==> config.mk <==
export PLATFORM = sky130hd
export DESIGN_NAME = aes_sbox_algebraic_core
export DESIGN_NICKNAME = d
export VERILOG_FILES = /design/src/rtl/asbx_pkg.sv /design/src/rtl/aes_sbox_algebraic_core.sv /design/src/rtl/asbx_inv_step.sv
export SDC_FILE = /design/constraint.sdc
export NUM_CORES = 1
export LEC_CHECK = 0
export BUFFER_PORTS_ARGS = -buffer_cell sky130_fd_sc_hd__buf_4
export CAP_MARGIN = 10
export CORE_ASPECT_RATIO = 0.7
export CORE_MARGIN = 5
export CORE_UTILIZATION = 30
export DETAILED_ROUTE_END_ITERATION = 8
export PLACE_DENSITY_LB_ADDON = 0.15
export SLEW_MARGIN = 20
export SYNTH_ARGS = -nofsm -noshare
export SYNTH_HDL_FRONTEND = slang
export SYNTH_SLANG_ARGS = --single-unit
==> constraint.sdc <==
create_clock -name i_clk -period 4.46 [get_ports i_clk]
set_input_delay 0.223 -clock i_clk [delete_from_list [all_inputs] [get_ports i_clk]]
set_output_delay 0.223 -clock i_clk [all_outputs]
set_load 0.05 [all_outputs]
==> src/rtl/asbx_pkg.sv <==
// shared types and gf(2^8) helpers for the algebraic s-box
package asbx_pkg;

    localparam int unsigned BYTE_W    = 8;
    // x^254 = x^2 * x^4 * ... * x^128, one square-and-multiply per stage
    localparam int unsigned INV_STEPS = 7;

    localparam logic [BYTE_W-1:0] RED_POLY  = 8'h1b;
    localparam logic [BYTE_W-1:0] AFF_CONST = 8'h63;

    typedef enum logic {
        OP_FWD = 1'b0,
        OP_INV = 1'b1
    } t_op;

    // word moving through the inversion chain
    typedef struct packed {
        t_op               op;
        logic [BYTE_W-1:0] sq;
        logic [BYTE_W-1:0] acc;
    } t_step_data;

    function automatic logic [BYTE_W-1:0] gf_xtime(input logic [BYTE_W-1:0] a);
        logic [BYTE_W-1:0] t;
        t = {a[BYTE_W-2:0], 1'b0};
        return a[BYTE_W-1] ? (t ^ RED_POLY) : t;
    endfunction

    function automatic logic [BYTE_W-1:0] gf_mul(input logic [BYTE_W-1:0] a,
                                                 input logic [BYTE_W-1:0] b);
        logic [BYTE_W-1:0] acc;
        acc = '0;
        for (int i = BYTE_W - 1; i >= 0; i--) begin
            acc = gf_xtime(acc);
            if (a[i]) begin
                acc = acc ^ b;
            end
        end
        return acc;
    endfunction

    function automatic logic [BYTE_W-1:0] rotl(input logic [BYTE_W-1:0] v,
                                               input int unsigned k);
        logic [2*BYTE_W-1:0] d;
        d = {v, v} << k;
        return d[2*BYTE_W-1:BYTE_W];
    endfunction

    function automatic logic [BYTE_W-1:0] affine_fwd(input logic [BYTE_W-1:0] w);
        return w ^ rotl(w, 1) ^ rotl(w, 2) ^ rotl(w, 3) ^ rotl(w, 4) ^ AFF_CONST;
    endfunction

    function automatic logic [BYTE_W-1:0] affine_inv(input logic [BYTE_W-1:0] y);
        logic [BYTE_W-1:0] t;
        t = y ^ AFF_CONST;
        return rotl(t, 1) ^ rotl(t, 3) ^ rotl(t, 6);
    endfunction

endpackage

==> src/rtl/aes_sbox_algebraic_core.sv <==
// top level: pipelined aes s-box and inverse s-box without a lookup table
// registered pipeline from the accepting edge to the edge that takes the result:
// input stage, seven square-and-multiply stages, output affine stage
// throughput: one word per cycle; busy stays low since every stage moves each cycle
// reset: synchronous active-low reset clears all stage valid bits; data is not reset
// the receiver cannot stall, so o_valid is a one-cycle strobe per word
module aes_sbox_algebraic_core (
    input  logic       i_clk,
    input  logic       i_rst_n,
    input  logic       start,
    output logic       busy,
    input  logic       i_op,
    input  logic [7:0] i_value,
    output logic       o_valid,
    output logic [7:0] o_result
);

    localparam int unsigned NS = asbx_pkg::INV_STEPS;

    // input stage: inverse direction does its affine map before the field inverse
    logic                 r_in_valid;
    asbx_pkg::t_step_data r_in_data;
    asbx_pkg::t_step_data n_in_data;

    // chain of stage outputs; index 0 is the input stage
    logic                 chain_valid [NS+1];
    asbx_pkg::t_step_data chain_data  [NS+1];

    // output stage
    logic                        r_out_valid;
    logic [asbx_pkg::BYTE_W-1:0] r_result;
    logic [asbx_pkg::BYTE_W-1:0] n_result;
    asbx_pkg::t_step_data        last;

    // no stage ever holds, so a new word is taken every cycle
    assign busy = 1'b0;

    always_comb begin
        n_in_data.op  = asbx_pkg::t_op'(i_op);
        // acc starts at one so the first stage gives x^2
        n_in_data.acc = asbx_pkg::BYTE_W'(1);
        if (asbx_pkg::t_op'(i_op) == asbx_pkg::OP_INV) begin
            n_in_data.sq = asbx_pkg::affine_inv(i_value);
        end else begin
            n_in_data.sq = i_value;
        end
    end

    always_ff @(posedge i_clk) begin
        if (!i_rst_n) begin
            r_in_valid <= 1'b0;
        end else begin
            r_in_valid <= start & ~busy;
        end
    end

    always_ff @(posedge i_clk) begin
        r_in_data <= n_in_data;
    end

    assign chain_valid[0] = r_in_valid;
    assign chain_data[0]  = r_in_data;

    // x^254 by repeated squaring; zero falls out as zero with no special case
    for (genvar g = 0; g < NS; g++) begin : g_step
        asbx_inv_step u_step (
            .i_clk   (i_clk),
            .i_rst_n (i_rst_n),
            .i_valid (chain_valid[g]),
            .i_data  (chain_data[g]),
            .o_valid (chain_valid[g+1]),
            .o_data  (chain_data[g+1])
        );
    end

    assign last = chain_data[NS];

    // forward direction applies its affine map after the field inverse
    always_comb begin
        if (last.op == asbx_pkg::OP_FWD) begin
            n_result = asbx_pkg::affine_fwd(last.acc);
        end else begin
            n_result = last.acc;
        end
    end

    always_ff @(posedge i_clk) begin
        if (!i_rst_n) begin
            r_out_valid <= 1'b0;
        end else begin
            r_out_valid <= chain_valid[NS];
        end
    end

    always_ff @(posedge i_clk) begin
        r_result <= n_result;
    end

    assign o_valid  = r_out_valid;
    assign o_result = r_result;

endmodule

==> src/rtl/asbx_inv_step.sv <==
// one square-and-multiply stage of the gf(2^8) inversion chain
module asbx_inv_step (
    input  logic                i_clk,
    input  logic                i_rst_n,
    input  logic                i_valid,
    input  asbx_pkg::t_step_data i_data,
    output logic                o_valid,
    output asbx_pkg::t_step_data o_data
);

    logic                 r_valid;
    asbx_pkg::t_step_data r_data;
    asbx_pkg::t_step_data n_data;
    logic [asbx_pkg::BYTE_W-1:0] sq_next;

    // squaring then multiply into the running product
    always_comb begin
        sq_next     = asbx_pkg::gf_mul(i_data.sq, i_data.sq);
        n_data.op   = i_data.op;
        n_data.sq   = sq_next;
        n_data.acc  = asbx_pkg::gf_mul(i_data.acc, sq_next);
    end

    always_ff @(posedge i_clk) begin
        if (!i_rst_n) begin
            r_valid <= 1'b0;
        end else begin
            r_valid <= i_valid;
        end
    end

    always_ff @(posedge i_clk) begin
        r_data <= n_data;
    end

    assign o_valid = r_valid;
    assign o_data  = r_data;

endmodule

==> results.sh <==
export IMPL_io_buffers=20
export IMPL_die_x_um=255
export IMPL_cap_violations=0
export IMPL_insertion_delay_ns=0.43
export IMPL_grt_total_usage=0.144
export IMPL_cts_buffers=17
export IMPL_ys_ff_latch=129
export IMPL_grt_overflow=0
export IMPL_avgSynthCellArea_um2=8.07
export IMPL_core_um2=41200
export IMPL_antenna_cells=0
export IMPL_pin_count=22
export IMPL_vias=9718
export IMPL_dpl_instance_area_um2=13000
export IMPL_synthesis_instances=1556
export IMPL_required_ns=4.76
export IMPL_setup_violations=0
export IMPL_path_clk_slew_ns=0.06
export IMPL_synth_commonest_cells="xnor2_1, nand2_1, dfxtp_1, xor2_1, nor2_1"
export IMPL_rsz0062_at_grt="no"
export IMPL_ys_async_sr_fraction=0
export IMPL_die_h_um=181
export IMPL_die_area_um2=46100
export IMPL_synth_warnings=0
export IMPL_firstDrtPassIters=5
export IMPL_hold_viol_final=0
export IMPL_routabilityCongestion=0.775
export IMPL_worst_slew_pin_transition_ns=1.06
export IMPL_grt_pass1_vias=9293
export IMPL_worst_path_max_fanout=11
export IMPL_hp_class="input pin to register"
export IMPL_period_minus_slack_ns=3.49
export IMPL_finalMaxSlewViolations=0
export IMPL_clock_sinks=129
export IMPL_grt_max_degree=42
export IMPL_drt_vias_per_instance=4.72
export IMPL_synth_cell_type_count=81
export IMPL_worst_slack_ns=0.968
export IMPL_cts_max_path_buffers=2
export IMPL_period_share=0.783
export IMPL_netlist_top_cells_area="xnor2_1, dfxtp_1, nand2_1"
export IMPL_arrival_ns=3.79
export IMPL_initial_core_util=0.305
export IMPL_rows=62
export IMPL_antenna_found_initial=0
export IMPL_crit_type="register to register"
export IMPL_synth_top_area_cell="xnor2_1"
export IMPL_synth_seq_area_share=0.206
export IMPL_synth_flop_cell="dfxtp_1"
export IMPL_hpwl_um=23700
export IMPL_final_setup_tns_ns=0
export IMPL_dp_slack_ns=0.704
export IMPL_grt_pass1_wl_um=53600
export IMPL_status="completed"
export IMPL_maxSlewHeadroom=0.288
export IMPL_areaGrowthSynthToFinish_pct=8.28
export IMPL_worst_setup_path_start_kind="register"
export IMPL_drt_initial_drc_count=726
export IMPL_clockRootBuffer="clkbuf_16"
export IMPL_drc_errors=0
export IMPL_fin_area_um2=13600
export IMPL_nets=1523
export IMPL_skew_ns=0.00859
export IMPL_wire_per_inst_um=15.9
export IMPL_synth_area_um2=12600
export IMPL_synth_edff_count=0
export IMPL_synth_most_common_cell="xnor2_1"
export IMPL_wl_um=32700
export IMPL_end_kind="register"
export IMPL_final_util=0.330
export IMPL_htree_levels=4
export IMPL_cts_tree="done"
export IMPL_synth_top_area_frac=0.238
export IMPL_max_freq_ghz=0.286
export IMPL_layout_drive_gt1_share=0.0818
export IMPL_antenna_left=0
export IMPL_synth_fp_nets=1575
## critical path, stage by stage, from the launching register on
cell and delay, ns:
dfxtp_1 0.41, inv_1 0.06, ha_1 0.23, xnor2_1 0.17, xnor2_1 0.69, inv_2 0.28
nand2_1 0.16, xor2_1 0.19, xnor2_1 0.10, xnor2_1 0.34, xnor2_1 0.26, xnor3_1 0.47
## per-layer routing
| metal | part of all wire | routed length (um) | up-vias | track usage |
|---|---|---|---|---|
| met5 | 0 | 0 | - | 0 |
| met4 | 0.0087 | 286 | 0 | 0.0305 |
| met3 | 0.041 | 1340 | 19 | 0.0246 |
| met2 | 0.37 | 12300 | 185 | 0.188 |
| met1 | 0.58 | 18800 | 4548 | 0.239 |
| li1 | - | - | 4966 | - |
## kinds of logic (layout without fill, tap and decap cells)
family | after synthesis | count (layout) | share of synthesized area
AO/OA/AOI/OAI | 235 | 235 | 0.124
XOR/XNOR | 502 | 502 | 0.413
adder cells (fa/ha/maj) | 7 | 7 | 0.00697
buffers and inverters | 157 | 117 | 0.0595
flip-flops | 129 | 129 | 0.206
multiplexers | 28 | 28 | 0.0234
other | 1 | 1 | 0.000298
AND/OR/NAND/NOR | 497 | 497 | 0.167
## cell usage in the layout (no fill, tap or decap), types with 14 or more instances in the layout
cell / Yosys / layout
a21oi_1: 61 / 61
a22oi_1: 15 / 15
buf_4: 6 / 43
clkbuf_16: 0 / 17
dfxtp_1: 129 / 129
inv_1: 30 / 30
mux2i_1: 17 / 17
nand2_1: 322 / 322
nand3_1: 21 / 21
nor2_1: 78 / 78
o21ai_0: 61 / 61
xnor2_1: 341 / 340
xnor3_1: 31 / 31
xor2_1: 102 / 102
xor3_1: 14 / 14
## stage by stage
step | instances | hold slack [ns]
after detailed placement | 2027 | 0.314
after global routing | 2060 | 0.0464
after floorplan | 1556 | 0.251
final | 2060 | 0.0518
after CTS | 2060 | 0.0278
after global placement | 2027 | 0.312
## what timing repair did
| action | CTS | global route |
|---|---|---|
| hold buffers | 2 | 0 |
| gates resized for setup | 0 | 0 |
| endpoints found under the hold margin | 2 | 0 |
| setup buffers | 0 | 0 |
## final timing paths
path              depth (start not counted)                        start  slack, ns                          end
setup reg to reg                         11   g_step[3].u_step.o_data[8]       0.97   g_step[4].u_step.o_data[3]
hold / removal                            2                      i_rst_n       0.05     g_step[5].u_step.o_valid
setup / recovery                         11   g_step[3].u_step.o_data[8]       0.97   g_step[4].u_step.o_data[3]
hold reg to reg                           0  g_step[4].u_step.o_data[16]       0.33  g_step[5].u_step.o_data[16]
## registers in the layout, indices dropped and copies added (netlist names)
name and cells:
g_step.u_step.o_data 103, r_in_valid 1, o_result 8, chain_data 9
g_step.u_step.o_valid 7, o_valid 1
## cell type report
type	instances	area [um^2]
Clock inverter	12	133
Multi-Input combinational cell	1270	9240
Sequential cell	129	2580
Clock buffer	19	453
Inverter	40	150
Fill cell	4315	27600
Tap cell	544	681
Timing Repair Buffer	46	363
Power is not shown: default switching activity piles up to over one toggle a cycle in this logic, so the estimate is an artifact.
